--- config.mk ---
export PLATFORM = sky130hd
export DESIGN_NAME = min_window_subsequence_search_core
export DESIGN_NICKNAME = d
export VERILOG_FILES = /design/src/sv/mwss_pkg.sv /design/src/sv/mwss_cells.sv /design/src/sv/mwss_best.sv /design/src/sv/min_window_subsequence_search_core.sv
export SDC_FILE = /design/constraint.sdc
export NUM_CORES = 1
export LEC_CHECK = 0
export ABC_AREA = 1
export BUFFER_PORTS_ARGS = -buffer_cell sky130_fd_sc_hd__buf_4
export CAP_MARGIN = 20
export CORE_ASPECT_RATIO = 0.75
export CORE_MARGIN = 1.5
export CORE_UTILIZATION = 43
export DETAILED_ROUTE_END_ITERATION = 10
export HOLD_SLACK_MARGIN = 0.1
export MAX_ROUTING_LAYER = met4
export SYNTH_ARGS = -nofsm -noshare
export SYNTH_HDL_FRONTEND = slang
export SYNTH_SLANG_ARGS = --single-unit
--- constraint.sdc ---
create_clock -name clk_i -period 12.24 [get_ports clk_i]
set_input_delay 0.612 -clock clk_i [delete_from_list [all_inputs] [get_ports clk_i]]
set_output_delay 0.612 -clock clk_i [all_outputs]
set_load 0.01 [all_outputs]
--- src/sv/mwss_pkg.sv ---
`default_nettype none

package mwss_pkg;

  localparam int QUERY_DEPTH = 16;
  localparam int TEXT_LIMIT  = 65536;
  localparam int VALUE_WIDTH = 32;

  localparam int OP_W   = 2;
  localparam int WIN_W  = 16;
  localparam int QCNT_W = $clog2(QUERY_DEPTH + 1);
  localparam int QIDX_W = (QUERY_DEPTH > 1) ? $clog2(QUERY_DEPTH) : 1;
  localparam int POS_W  = (TEXT_LIMIT > 1) ? $clog2(TEXT_LIMIT) : 1;
  localparam int TPOS_W = $clog2(TEXT_LIMIT + 1);

  typedef enum logic [OP_W-1:0] {
    OP_CLEAR  = 2'd0,
    OP_APPEND = 2'd1,
    OP_TEXT   = 2'd2,
    OP_REPORT = 2'd3
  } mwss_op_e;

  typedef struct packed {
    logic clear;
    logic restart;
    logic append;
    logic text;
  } mwss_ctrl_t;

  typedef struct packed {
    logic             hit;
    logic [POS_W-1:0] start;
  } mwss_hit_t;

  typedef struct packed {
    logic             valid;
    logic [POS_W-1:0] first;
    logic [POS_W-1:0] last;
    logic [POS_W-1:0] span;
  } mwss_best_t;

endpackage

`default_nettype wire

--- src/sv/mwss_cells.sv ---
`default_nettype none

module mwss_cells (
  input  logic                                  clk_i,
  input  logic                                  rst_ni,
  input  mwss_pkg::mwss_ctrl_t                  ctrl_i,
  input  logic [mwss_pkg::VALUE_WIDTH-1:0]      value_i,
  input  logic [mwss_pkg::POS_W-1:0]            pos_i,
  output mwss_pkg::mwss_hit_t                   hit_o,
  output logic                                  full_o
);
  import mwss_pkg::*;

  logic [VALUE_WIDTH-1:0] store_q [QUERY_DEPTH];
  logic [QCNT_W-1:0]      count_q, count_d;
  logic [QUERY_DEPTH-1:0] valid_q, valid_d;
  logic [POS_W-1:0]       start_q [QUERY_DEPTH];
  logic [QUERY_DEPTH-1:0] match;
  logic [POS_W-1:0]       start_new [QUERY_DEPTH];
  logic [QCNT_W-1:0]      count_m1;
  logic [QIDX_W-1:0]      last_idx;

  assign full_o   = (count_q == QCNT_W'(QUERY_DEPTH));
  assign count_m1 = count_q - QCNT_W'(1);
  assign last_idx = count_m1[QIDX_W-1:0];

  // each cell looks at its left neighbor as it stood before this element
  always_comb begin
    for (int j = 0; j < QUERY_DEPTH; j++) begin
      if (j == 0) begin
        match[j]     = (QCNT_W'(j) < count_q) && (store_q[j] == value_i);
        start_new[j] = pos_i;
      end else begin
        match[j]     = (QCNT_W'(j) < count_q) && (store_q[j] == value_i) && valid_q[j-1];
        start_new[j] = start_q[j-1];
      end
    end
  end

  assign hit_o.hit   = ctrl_i.text && (count_q != '0) && match[last_idx];
  assign hit_o.start = start_new[last_idx];

  always_comb begin
    count_d = count_q;
    valid_d = valid_q;
    if (ctrl_i.clear) begin
      count_d = '0;
    end else if (ctrl_i.append) begin
      count_d = count_q + QCNT_W'(1);
    end
    if (ctrl_i.restart) begin
      valid_d = '0;
    end else if (ctrl_i.text) begin
      valid_d = valid_q | match;
    end
  end

  always_ff @(posedge clk_i or negedge rst_ni) begin
    if (!rst_ni) begin
      count_q <= '0;
      valid_q <= '0;
    end else begin
      count_q <= count_d;
      valid_q <= valid_d;
    end
  end

  always_ff @(posedge clk_i) begin
    if (ctrl_i.append) begin
      store_q[count_q[QIDX_W-1:0]] <= value_i;
    end
  end

  always_ff @(posedge clk_i) begin
    for (int j = 0; j < QUERY_DEPTH; j++) begin
      if (ctrl_i.text && match[j]) begin
        start_q[j] <= start_new[j];
      end
    end
  end

endmodule

`default_nettype wire

--- src/sv/mwss_best.sv ---
`default_nettype none

module mwss_best (
  input  logic                        clk_i,
  input  logic                        rst_ni,
  input  mwss_pkg::mwss_ctrl_t        ctrl_i,
  input  mwss_pkg::mwss_hit_t         hit_i,
  input  logic [mwss_pkg::POS_W-1:0]  pos_i,
  output mwss_pkg::mwss_best_t        best_o
);
  import mwss_pkg::*;

  logic             valid_q, valid_d;
  logic [POS_W-1:0] first_q, last_q, span_q;
  logic [POS_W-1:0] span_new;
  logic             take;

  assign span_new = pos_i - hit_i.start;
  assign take     = hit_i.hit && (!valid_q || (span_new < span_q));

  always_comb begin
    valid_d = valid_q;
    if (ctrl_i.restart) begin
      valid_d = 1'b0;
    end else if (take) begin
      valid_d = 1'b1;
    end
  end

  always_ff @(posedge clk_i or negedge rst_ni) begin
    if (!rst_ni) begin
      valid_q <= 1'b0;
    end else begin
      valid_q <= valid_d;
    end
  end

  always_ff @(posedge clk_i) begin
    if (take) begin
      first_q <= hit_i.start;
      last_q  <= pos_i;
      span_q  <= span_new;
    end
  end

  assign best_o.valid = valid_q;
  assign best_o.first = first_q;
  assign best_o.last  = last_q;
  assign best_o.span  = span_q;

endmodule

`default_nettype wire

--- src/sv/min_window_subsequence_search_core.sv ---
// channel   direction  handshake               payload
// request   in         in_valid_i / in_stall_o  op_i, value_i
// result    out        out_valid_o / out_stall_i found_o, win_start_o, win_end_o,
//                                              win_width_o, overflow_o
//
// one request per cycle sustained while in_stall_o is low; a request passes an
// input register, and a report then writes its result into the result register
// all query cells update in parallel from their previous-cycle contents
// reset clears counts, match flags, best window and overflow at once
// in_stall_o rises only while a report waits for a held result register
`default_nettype none

module min_window_subsequence_search_core (
  input  logic                                     clk_i,
  input  logic                                     rst_ni,
  input  logic                                     in_valid_i,
  output logic                                     in_stall_o,
  input  logic [mwss_pkg::OP_W-1:0]                op_i,
  input  logic signed [mwss_pkg::VALUE_WIDTH-1:0]  value_i,
  output logic                                     out_valid_o,
  input  logic                                     out_stall_i,
  output logic                                     found_o,
  output logic [mwss_pkg::WIN_W-1:0]               win_start_o,
  output logic [mwss_pkg::WIN_W-1:0]               win_end_o,
  output logic [mwss_pkg::WIN_W-1:0]               win_width_o,
  output logic                                     overflow_o
);
  import mwss_pkg::*;

  logic                   s1_valid_q, s1_valid_d;
  mwss_op_e               op_q;
  logic [VALUE_WIDTH-1:0] value_q;
  logic                   in_acc, out_free, proc;

  logic [TPOS_W-1:0]      tpos_q, tpos_d;
  logic                   text_full, query_full;
  logic                   ovf_q, ovf_d;
  mwss_ctrl_t             ctrl;
  mwss_hit_t              hit;
  mwss_best_t             best;
  logic                   is_report;

  logic                   out_valid_q, out_valid_d;
  logic                   found_q, ovf_out_q;
  logic [WIN_W-1:0]       start_q, end_q, width_q;

  assign out_free   = !out_valid_q || !out_stall_i;
  assign proc       = s1_valid_q && ((op_q != OP_REPORT) || out_free);
  assign in_stall_o = s1_valid_q && !proc;
  assign in_acc     = in_valid_i && !in_stall_o;

  always_comb begin
    s1_valid_d = s1_valid_q;
    if (in_acc) begin
      s1_valid_d = 1'b1;
    end else if (proc) begin
      s1_valid_d = 1'b0;
    end
  end

  always_ff @(posedge clk_i) begin
    if (in_acc) begin
      op_q    <= mwss_op_e'(op_i);
      value_q <= value_i;
    end
  end

  assign text_full = (tpos_q >= TPOS_W'(TEXT_LIMIT));

  always_comb begin
    ctrl      = '0;
    is_report = 1'b0;
    if (proc) begin
      unique case (op_q)
        OP_CLEAR: begin
          ctrl.clear   = 1'b1;
          ctrl.restart = 1'b1;
        end
        OP_APPEND: begin
          ctrl.append  = !query_full;
          ctrl.restart = !query_full;
        end
        OP_TEXT: begin
          ctrl.text = !text_full;
        end
        OP_REPORT: begin
          is_report = 1'b1;
        end
        default: begin
          ctrl = '0;
        end
      endcase
    end
  end

  always_comb begin
    tpos_d = tpos_q;
    ovf_d  = ovf_q;
    if (ctrl.restart) begin
      tpos_d = '0;
    end else if (ctrl.text) begin
      tpos_d = tpos_q + TPOS_W'(1);
    end
    if (ctrl.clear) begin
      ovf_d = 1'b0;
    end else if (proc && (((op_q == OP_APPEND) && query_full) ||
                          ((op_q == OP_TEXT) && text_full))) begin
      ovf_d = 1'b1;
    end
  end

  mwss_cells u_cells (
    .clk_i   (clk_i),
    .rst_ni  (rst_ni),
    .ctrl_i  (ctrl),
    .value_i (value_q),
    .pos_i   (tpos_q[POS_W-1:0]),
    .hit_o   (hit),
    .full_o  (query_full)
  );

  mwss_best u_best (
    .clk_i  (clk_i),
    .rst_ni (rst_ni),
    .ctrl_i (ctrl),
    .hit_i  (hit),
    .pos_i  (tpos_q[POS_W-1:0]),
    .best_o (best)
  );

  always_comb begin
    out_valid_d = out_valid_q;
    if (is_report) begin
      out_valid_d = 1'b1;
    end else if (out_valid_q && !out_stall_i) begin
      out_valid_d = 1'b0;
    end
  end

  always_ff @(posedge clk_i or negedge rst_ni) begin
    if (!rst_ni) begin
      s1_valid_q  <= 1'b0;
      tpos_q      <= '0;
      ovf_q       <= 1'b0;
      out_valid_q <= 1'b0;
    end else begin
      s1_valid_q  <= s1_valid_d;
      tpos_q      <= tpos_d;
      ovf_q       <= ovf_d;
      out_valid_q <= out_valid_d;
    end
  end

  always_ff @(posedge clk_i) begin
    if (is_report) begin
      found_q   <= best.valid;
      ovf_out_q <= ovf_q;
      start_q   <= best.valid ? WIN_W'(best.first) : '0;
      end_q     <= best.valid ? WIN_W'(best.last) : '0;
      width_q   <= best.valid ? WIN_W'(best.span) : '0;
    end
  end

  assign out_valid_o = out_valid_q;
  assign found_o     = found_q;
  assign win_start_o = start_q;
  assign win_end_o   = end_q;
  assign win_width_o = width_q;
  assign overflow_o  = ovf_out_q;

endmodule

`default_nettype wire

# Word-level counts from Yosys, hierarchy flattened
# Memory sizes are Yosys's and may differ from the RTL's.
# Index checks and enable logic that the tools add are counted.
# word_totals
ff_bits	174
mem_bits_rw	768
inputBits	38
output_inout_bits	52
n_memories	2
elab_cells	202
# classes
reduce_logical	76
muxes	60
bitwise_logic	2
addsub	4
n_lt_le_gt_ge	20
eq_ne	21
# mem_list
memory	words	word_bits	read_ports	rd_clocked_by_memory_dff	write_ports	line	source
u_cells.store_q	16	32	16	0	1	mwss_cells.sv:14	logic [VALUE_WIDTH-1:0] store_q [QUERY_DEPTH];
u_cells.start_q	16	16	15	0	16	mwss_cells.sv:17	logic [POS_W-1:0] start_q [QUERY_DEPTH];
# ops
operator	n
$eq 32x32->1	16
$bmux 16 s4	1
$mux 16	4
$logic_and 1x1->1	57
$mux 1	48
$lt 4x5->1 const A	8
$mux 17	2
$lt 3x5->1 const A	4
$add 17x1->17 const B	1
$ge 17x17->1 const B	1
$lt 16x16->1	1
$or 16x16->16	1
$sub 16x16->16	1
$reduce_bool 2->1	6
$lt 1x5->1 const A	2
$lt 2x5->1 const A	2
$mux 5	2
$logic_not 1->1	7
$add 5x1->5 const B	1
$eq 5x5->1 const B	1
$ge 5x5->1 const B	1
$lt 4x5->1 const B	1
$not 4->5	1
$reduce_bool 5->1	1
other kinds (9)	13

# Depth between registers and ports, before layout
# Gate-level depths: netlist of the first run.
# logic_depth
word_depth	11
mapped_depth	30
depth_no_buf	25

# Modules after synthesis
# A second synthesis of the first run with hierarchy kept.
# hier_totals
cells_unflattened	4284
hier_area_um2	43850.8
# modules_own_cells
module	area_each_um2	cells_each	n_inst
mwss_cells	37008.0	3685	1
min_window_subsequence_search_core	4105.2	343	1
mwss_best	2737.6	256	1

# Worst setup path after synthesis of the first run
# Ideal clock, no wire load.
# synth_timing
path_kind	register -> register
from	register u_cells.count_q[0]
to	register u_best.first_q[0], enable pin
path_stages_with_launch	30
setup_ps	454
slack_ps	5204
arrival_ps	6583
period_less_slack_ps	7036
path_cell_list	dfrtp_1 > buf_2 > inv_2 > buf_2 > buf_2 > buf_2 > ha_1 > clkinv_1 > clkbuf_1 > clkbuf_1 > o21ai_0 > o221ai_1 > o211ai_1 > nand2_1 > inv_1 > ha_1 > nand2_1 > nor2_1 > a211oi_1 > o21ai_0 > nand3_1 > a31oi_1 > a21oi_1 > xor2_1 > ha_1 > a21oi_1 > o21ai_0 > a21oi_1 > a21oi_1 > nor2_1
# synth_lines
element	line	source
start: declaration	mwss_cells.sv:15	logic [QCNT_W-1:0] count_q, count_d;
start signal: assignment	mwss_cells.sv:63	count_q <= count_d;
end signal: assignment	mwss_best.sv:40	first_q <= hit_i.start;
end: declaration	mwss_best.sv:14	logic [POS_W-1:0] first_q, last_q, span_q;

==> summary.md, run 1 <==
| Metric | Value |
|---|---|
| Syn_nets | `roughly 4300` |
| Final Slew Violations | `0` |
| Synthesized instance count | `between 4000 and 5000` |
| Layout cell share with drive strength beyond 1 | `0.101` |
| Non-Filler Instances | `between 5000 and 6000` |
| Worst r2r src | `u_cells.count_q[0]` |
| Die H | `between 200 and 300 um` |
| Cell Pwr Density | `157 nW/um2` |
| Vias in the first global route | `a little over 30000` |
| Worst-Skew Late Latency | `between 0.7 and 0.8 ns` |
| Port bufs | `just under 90` |
| Post-CTS Setup Repair Bufs | `0` |
| Drt drc | `0` |
| Synth cell count leaders | `nand2_1 (1136), edfxtp_1 (884), nor2_1 (477), inv_1 (465), o21ai_0 (190)` |
| CP endpoint kind | `register` |
| Initial Util | `0.433` |
| Flops & latches, synth | `just over 900` |
| Layout Nets | `approximately 4500` |
| Setup TNS | `0 ns` |
| YS warnings | `0` |
| Starting DRC count in detailed routing | `4987` |
| Critical Path AT | `8.64 ns` |
| WP data required | `~13 ns` |
| Most instantiated library cell after synthesis | `nand2_1` |
| DIE WIDTH | `roughly 370 um` |
| Share of Yosys cell area claimed by the top area cell type | `0.606` |
| Drt pass-1 iters | `7` |
| HPWL Detailed | `93.2 mm` |
| Top_reg_cell synth | `edfxtp_1` |
| Syn Area/Cell | `10.3 um2` |
| WL/cell | `roughly 25 um` |
| Async set-reset flop share out of synthesis | `0.0443` |
| Clock skew | `between 0.03 and 0.04 ns` |
| Clock Sink Count | `925` |
| Slew @ Worst Pin | `1.11 ns` |
| CP Max Fanout | `79` |
| Slowest library cell on the worst path | `dfrtp_4` |
| Clock root buffer | `clkbuf_16` |
| Reg clk slew, reported paths | `approximately 0.06 ns` |
| First-pass GRT wire length | `about 210 mm` |
| Setup violators final | `0` |
| Final Worst Setup Slack | `around 4 ns` |
| Worst hold slack | `around 0.14 ns` |
| Crit-path max cell delay | `slightly above 1 ns` |
| Critical path class | `register to register` |
| Post-route ant nets | `0` |
| Initial antenna violation count | `12` |
| Post-synth top area cell | `edfxtp_1` |
| Die Area | `a little over 100000 um2` |
| Hold Fails Final Rpt | `0` |
| Post-synth EDFFs | `884` |
| Seq/Total Area, Yosys | `0.630` |
| Hold crit path type | `input port to register` |
| VDD IR-drop max | `108 uV` |
| Clock Path Buffers | `3` |
| Worst r2r path cells | `27` |
| RSZ-0062 raised after global routing | `false` |
| Distinct cell type count after synthesis | `just under 70` |
| Final worst path period share | `0.678` |
| Crit path from | `u_cells.count_q[0]` |
| Status | `completed` |
| Startpoint types | `register` |
| Setup WS pre-CTS | `4.00 ns` |
| Via density | `5.64` |
| FMAX | `roughly 120 MHz` |
| Largest net degree at the start of global routing | `80` |
| Vias | `~33000` |
| Grt ovf | `0` |
| Top area cells in the synthesized netlist | `edfxtp_1 (61%), nand2_1 (9.7%), nor2_1 (4.1%)` |
| Leakage | `between 15 and 20 nW` |
| RePlAce Congestion | `about 1` |
| Cts bufs inserted | `94` |
| GR Util All Layers | `0.294` |
| Fin crit period | `about 8.3 ns` |
| Slew HR | `0.255` |
| FP Rows | `about 100` |
| Layout area overhead | `12.8%` |
| Hold Startpoint | `op_i[1]` |
| Final WL | `148 mm` |
| Cells after DPL | `~5600` |
| TritonCTS clock tree | `built` |
| Worst hold stages | `1` |
| # Max-Cap Violations | `0` |
| H-tree Lvls | `3` |
| Core Footprint | `between 100000 and 150000 um2` |
| IO Pins | `90` |
| Post-synthesis cell area | `43800 um2` |
==> routing by layer <==
metal / GRT usage / wire [um] / up-vias
met3: 0.0588 / 17500 / 236
met2: 0.397 / 60700 / 1964
met5: - / 0 / -
li1: - / - / 14756
met4: 0.0714 / 3820 / 0
met1: 0.449 / 66500 / 15975
==> worst max-delay path, delay by kind of cell (launching register included) <==
kind            cells  cell delay [ns]
flops               1             1.03
simple gates        5             0.95
buf+inv             7             2.57
compound gates     10             1.80
fa+ha+maj           4             1.35
xor+xnor            1             0.17
==> path summary, 6_finish.rpt <==
path,slack [ns],to
max,3.94,u_best.last_q[3]
min,0.14,op_q[1]
max reg2reg,3.94,u_best.last_q[3]
min reg2reg,0.43,u_cells.start_q[0][48]
max in group asynchronous,11.07,u_cells.count_q[0]
min in group asynchronous,0.54,u_cells.valid_q[10]
==> cell type report <==
| cell class | count | area [um2] |
|---|---|---|
| Antenna cell | 4 | 10.0 |
| Clock buffer | 118 | 2500 |
| Clock inverter | 56 | 558 |
| Fill cell | 9244 | 51700 |
| Inverter | 497 | 1880 |
| Multi-Input combinational cell | 2688 | 13400 |
| Sequential cell | 925 | 27600 |
| Tap cell | 1339 | 1680 |
| Timing Repair Buffer | 215 | 1750 |
==> sequential cells by signal (all words and copies together), names as in the netlist, 17 cells and up <==
signal / cells
value_q: 32
tpos_q: 17
u_cells.start_q: 240
u_cells.store_q: 512
==> what timing repair did <==
action                                 CTS  global route
endpoints found under the hold margin   74             0
hold buffers                            34             0
setup endpoints to repair                0             0
gates resized for setup                  0             0
==> logic make-up (layout without fill, tap and decap cells) <==
kind of cell,count (synthesis),count (layout),share of synthesized area
other cells,0,4,0
simple gates,2054,2054,0.200
flops,925,925,0.630
buf+inv,650,886,0.0658
fa+ha+maj,36,36,0.0105
xor+xnor,178,178,0.0358
compound gates,420,420,0.0576
==> metrics by stage <==
| step | power, mW | util | area (um2) |
|---|---|---|---|
| final | 7.73 | 0.489 | 49400 |
| after global routing | 8.00 | 0.488 | 49400 |
| after CTS | 7.74 | 0.488 | 49300 |
| after detailed placement | 4.84 | 0.454 | 45900 |
| after global placement | 4.83 | 0.454 | 45900 |
| after floorplan | 4.42 | - | 43800 |
==> power breakdown <==
part / internal (mW) / total (mW) / switching (mW)
sequential: 3.52 / 3.56 / 0.0367
combinational: 0.363 / 1.26 / 0.896
clock: 1.63 / 2.91 / 1.29
total: 5.51 / 7.73 / 2.22
==> cells in the final DEF (no fill, tap or decap), drive strengths merged, types with 5 or more instances in the layout <==
master,instances
inv,498
o21ai,200
o22ai,38
o21a,10
clkinv,42
nand4,116
dlygate4sd3,34
clkbuf,118
a211oi,5
nand2,1143
nor4,39
nor3b,14
nor2,487
clkinvlp,5
nand3b,11
o221ai,26
o211ai,28
nand3,128
nor3,72
o2111ai,19
bufinv,8
or2,32
edfxtp,884
a21oi,68
xnor2,108
xor2,70
dfrtp,41
ha,35
buf,181
No activity file was read; power rests on OpenSTA's default activity.
==> run 2, diff against run 1 <==
--- a/config.mk
+++ b/config.mk
@@ -5,7 +5,7 @@
 export SDC_FILE = /design/constraint.sdc
 export NUM_CORES = 1
 export LEC_CHECK = 0
-export ABC_AREA = 1
+export ABC_AREA = 0
 export BUFFER_PORTS_ARGS = -buffer_cell sky130_fd_sc_hd__buf_4
 export CAP_MARGIN = 20
 export CORE_ASPECT_RATIO = 0.75
==> constraint.sdc (replaced) <==
create_clock -name clk_i -period 7.99 [get_ports clk_i]
set_input_delay 0.3995 -clock clk_i [delete_from_list [all_inputs] [get_ports clk_i]]
set_output_delay 0.3995 -clock clk_i [all_outputs]
set_load 0.01 [all_outputs]
==> run 2 against run 1 <==
Compared with the run above: flip-flop and latch count is the same; via count shrank 39%; clock skew shrank 0.0087 ns; die area shrank 13%; total power grew 53%; critical path type unchanged; setup slack lost 3.2 ns; routed wire length shrank 38%; area after synthesis shrank 13%; clock power grew 51%; synthesized cell count shrank 47%; non-clock buffer count shrank 6; register-to-register slack lost 3.2 ns.
==> summary.md, run 2 <==
| Metric | Value |
|---|---|
| Grt ovf | `0` |
| Sw power | `3.06 mW` |
| Clock root buffer | `clkbuf_16` |
| WP data required | `between 8 and 9 ns` |
| Initial antenna violation count | `3` |
| First-pass GRT wire length | `roughly 130 mm` |
| Post-synthesis mux area share | `0.0482` |
| Most instantiated library cell after synthesis | `edfxtp_1` |
| Layout area overhead | `15.4%` |
| Clock Path Buffers | `3` |
| RSZ-0062 raised after global routing | `false` |
| Clock skew | `0.0261 ns` |
| Layout Nets | `between 2000 and 3000` |
| Cell Pwr Density | `270 nW/um2` |
| Vias | `~20000` |
| Complex-gate fraction of the synthesized area | `0.0147` |
| Cells after DPL | `about 3500` |
| Vias in the first global route | `about 20000` |
| CP endpoint kind | `register` |
| Post-synth top area cell | `edfxtp_1` |
| Crit-path max cell delay | `between 0.8 and 0.9 ns` |
| TritonCTS clock tree | `built` |
| GR Util All Layers | `0.210` |
| DP Area | `roughly 41000 um2` |
| Clk pwr share | `0.370` |
| Die H | `between 200 and 300 um` |
| Starting DRC count in detailed routing | `roughly 2100` |
| Combinational Power Share | `0.165` |
| Non-Filler Instances | `between 3000 and 4000` |
| Critical path class | `register to register` |
| Syn_nets | `around 2300` |
| Startpoint types | `register` |
| Flops & latches, synth | `between 900 and 1000` |
| Hold Fails Final Rpt | `0` |
| Int Pwr | `about 9 mW` |
| Fillers | `7234` |
| Final Slew Violations | `0` |
| DIE WIDTH | `~350 um` |
| FMAX | `~140 MHz` |
| Setup TNS | `0 ns` |
| CP Max Fanout | `56` |
| Async set-reset flop share out of synthesis | `0.0443` |
| IO Pins | `90` |
| HPWL Detailed | `about 55 mm` |
| Slew @ Worst Pin | `1.01 ns` |
| Final worst path period share | `0.910` |
| Drt drc | `0` |
| YS warnings | `0` |
| Seq/Total Area, Yosys | `0.724` |
| Reg clk slew, reported paths | `roughly 0.060 ns` |
| Leakage | `approximately 14 nW` |
| Synth cell count leaders | `edfxtp_1 (884), xnor2_1 (373), xor2_1 (171), nor2_1 (101), nand4_1 (98)` |
| Share of total power in sequential cells | `0.465` |
| Most common library cell in the layout ignoring fill and taps | `edfxtp_1` |
| RePlAce Congestion | `between 0.8 and 0.9` |
| Die Area | `90300 um2` |
| Fin crit period | `7.27 ns` |
| Status | `completed` |
| FP Rows | `between 90 and 100` |
| Slew HR | `0.329` |
| # Max-Cap Violations | `0` |
| Layout cell share with drive strength beyond 1 | `0.166` |
| Commonest non-fill, non-tap cells in the layout | `edfxtp_1 (884), xnor2_1 (371), xor2_1 (171)` |
| Switching part of the total power | `0.258` |
| Worst hold slack | `about 0.34 ns` |
| H-tree Lvls | `3` |
| Clock Sink Count | `925` |
| CP Buf/Inv Count | `3` |
| XOR/XNOR Fraction of Synth Area | `0.125` |
| Post-synth EDFFs | `between 800 and 900` |
| WL/cell | `25.0 um` |
| Largest net degree at the start of global routing | `approximately 80` |
| Synthesized instance count | `about 2200` |
| Post-route ant nets | `0` |
| Top area cells in the synthesized netlist | `edfxtp_1 (70%), xnor2_1 (8.6%), mux4_2 (4.8%)` |
| Initial Util | `0.434` |
| Critical Path AT | `roughly 7.6 ns` |
| Max reg flops | `between 500 and 600` |
| Core Footprint | `roughly 90000 um2` |
| Final core utilization | `0.501` |
| Drt pass-1 iters | `5` |
| Main combinational cell family by area after synthesis | `XOR/XNOR gates` |
| Slowest library cell on the worst path | `ha_4` |
| Distinct cell type count after synthesis | `57` |
| Via density | `5.45` |
| Post-synthesis cell area | `around 38000 um2` |
| Simple-gate share of the synthesized area | `0.0597` |
| Top_reg_cell synth | `edfxtp_1` |
| Final instance area | `roughly 44000 um2` |
| Port bufs | `89` |
| Final WL | `between 90 and 100 mm` |
| CP cell instances | `inv_1, ha_4, mux4_2, mux4_2, inv_1, ha_1, nor2b_1, o31a_1, o31ai_1, a31oi_1, and4_1, a2111oi_1, xnor2_1, ha_1, o21ai_0, nand2b_1, a21oi_1, nor2b_1, o21ai_0, a31oi_1, a211oi_4, buf_4` |
| VDD IR-drop max | `about 230 uV` |
| CP delay by family, top | `compound AO/OA/AOI/OAI gates` |
| Worst-Skew Late Latency | `roughly 0.67 ns` |
| Synth Area in Adders | `0.0120` |
| Hold crit path type | `input port to async pin` |
| Share of Yosys cell area claimed by the top area cell type | `0.698` |
| Cts bufs inserted | `just over 90` |
| Setup violators final | `0` |
| Syn Area/Cell | `17.0 um2` |
==> run 2: cell count changes after synthesis, moves of 37 or more <==
cell	change
o22ai_1	-37
inv_1	-424
buf_4	-38
xor2_1	+101
o21ai_0	-176
nand3_1	-95
nor2_1	-376
mux4_2	+81
a21oi_1	-42
xnor2_1	+266
nand2_1	-1107
==> run 2: worst paths after layout <==
check	from	end	slack (ns)	depth (start not counted)
setup / recovery	u_cells.count_q[1]	u_best.first_q[3]	0.72	22
hold / removal	rst_ni	u_cells.valid_q[5]	0.34	2
setup reg to reg	u_cells.count_q[1]	u_best.first_q[3]	0.72	22
hold reg to reg	u_cells.start_q[1][76]	u_cells.start_q[1][92]	0.44	0
max in group asynchronous	rst_ni	u_cells.count_q[0]	7.12	2
min in group clk_i	u_cells.start_q[1][76]	u_cells.start_q[1][92]	0.44	0
==> run 2: timing repair <==
item                                    in CTS  in global routing
endpoints found under the setup margin       0                  0
endpoints found under the hold margin       77                  0
buffers inserted                             0                  0
resized for setup                            0                  0
hold buffers                                37                  0
==> run 2: power groups by stage <==
stage | combinational, mW | clock, mW | sequential [mW]
6_report | 1.95 | 4.38 | 5.51
2_1_floorplan | 1.31 | 0 | 5.60
3_5_place_dp | 1.94 | 0 | 5.61
4_1_cts | 1.96 | 4.48 | 5.51
3_3_place_gp | 1.90 | 0 | 5.61
5_1_grt | 2.14 | 4.65 | 5.52
==> run 2: cell families (layout without fill, tap and decap cells) <==
family          count (synthesis)  in the layout
compound gates                 84             84
simple gates                  423            423
fa+ha+maj                      36             36
buf+inv                       145            419
flops                         925            925
mux                            82             82
xor+xnor                      544            544
other cells                     0              2
==> run 2: cell type report <==
class,instances,area [um2],area share
Antenna cell,2,5.00,0.000114
Sequential cell,925,27600,0.628
Clock buffer,112,2410,0.0548
Tap cell,1152,1440,0.0328
Inverter,41,154,0.00350
Timing Repair Buffer,209,1680,0.0383
Clock inverter,57,634,0.0144
Multi-Input combinational cell,1169,10000,0.228
==> run 2: per-stage QoR <==
step	power (mW)	setup slack, ns
2_1_floorplan	6.91	0.0495
3_3_place_gp	7.51	0.914
3_5_place_dp	7.56	0.803
4_1_cts	12.0	0.770
5_1_grt	12.3	0.293
6_report	11.8	0.722
==> run 2: routing by layer <==
metal	vias up	GRT usage	part of all wire
li1	8809	-	-
met1	10415	0.300	0.46
met2	663	0.310	0.45
met4	0	0.0459	0.017
met5	-	-	0
met3	109	0.0457	0.071
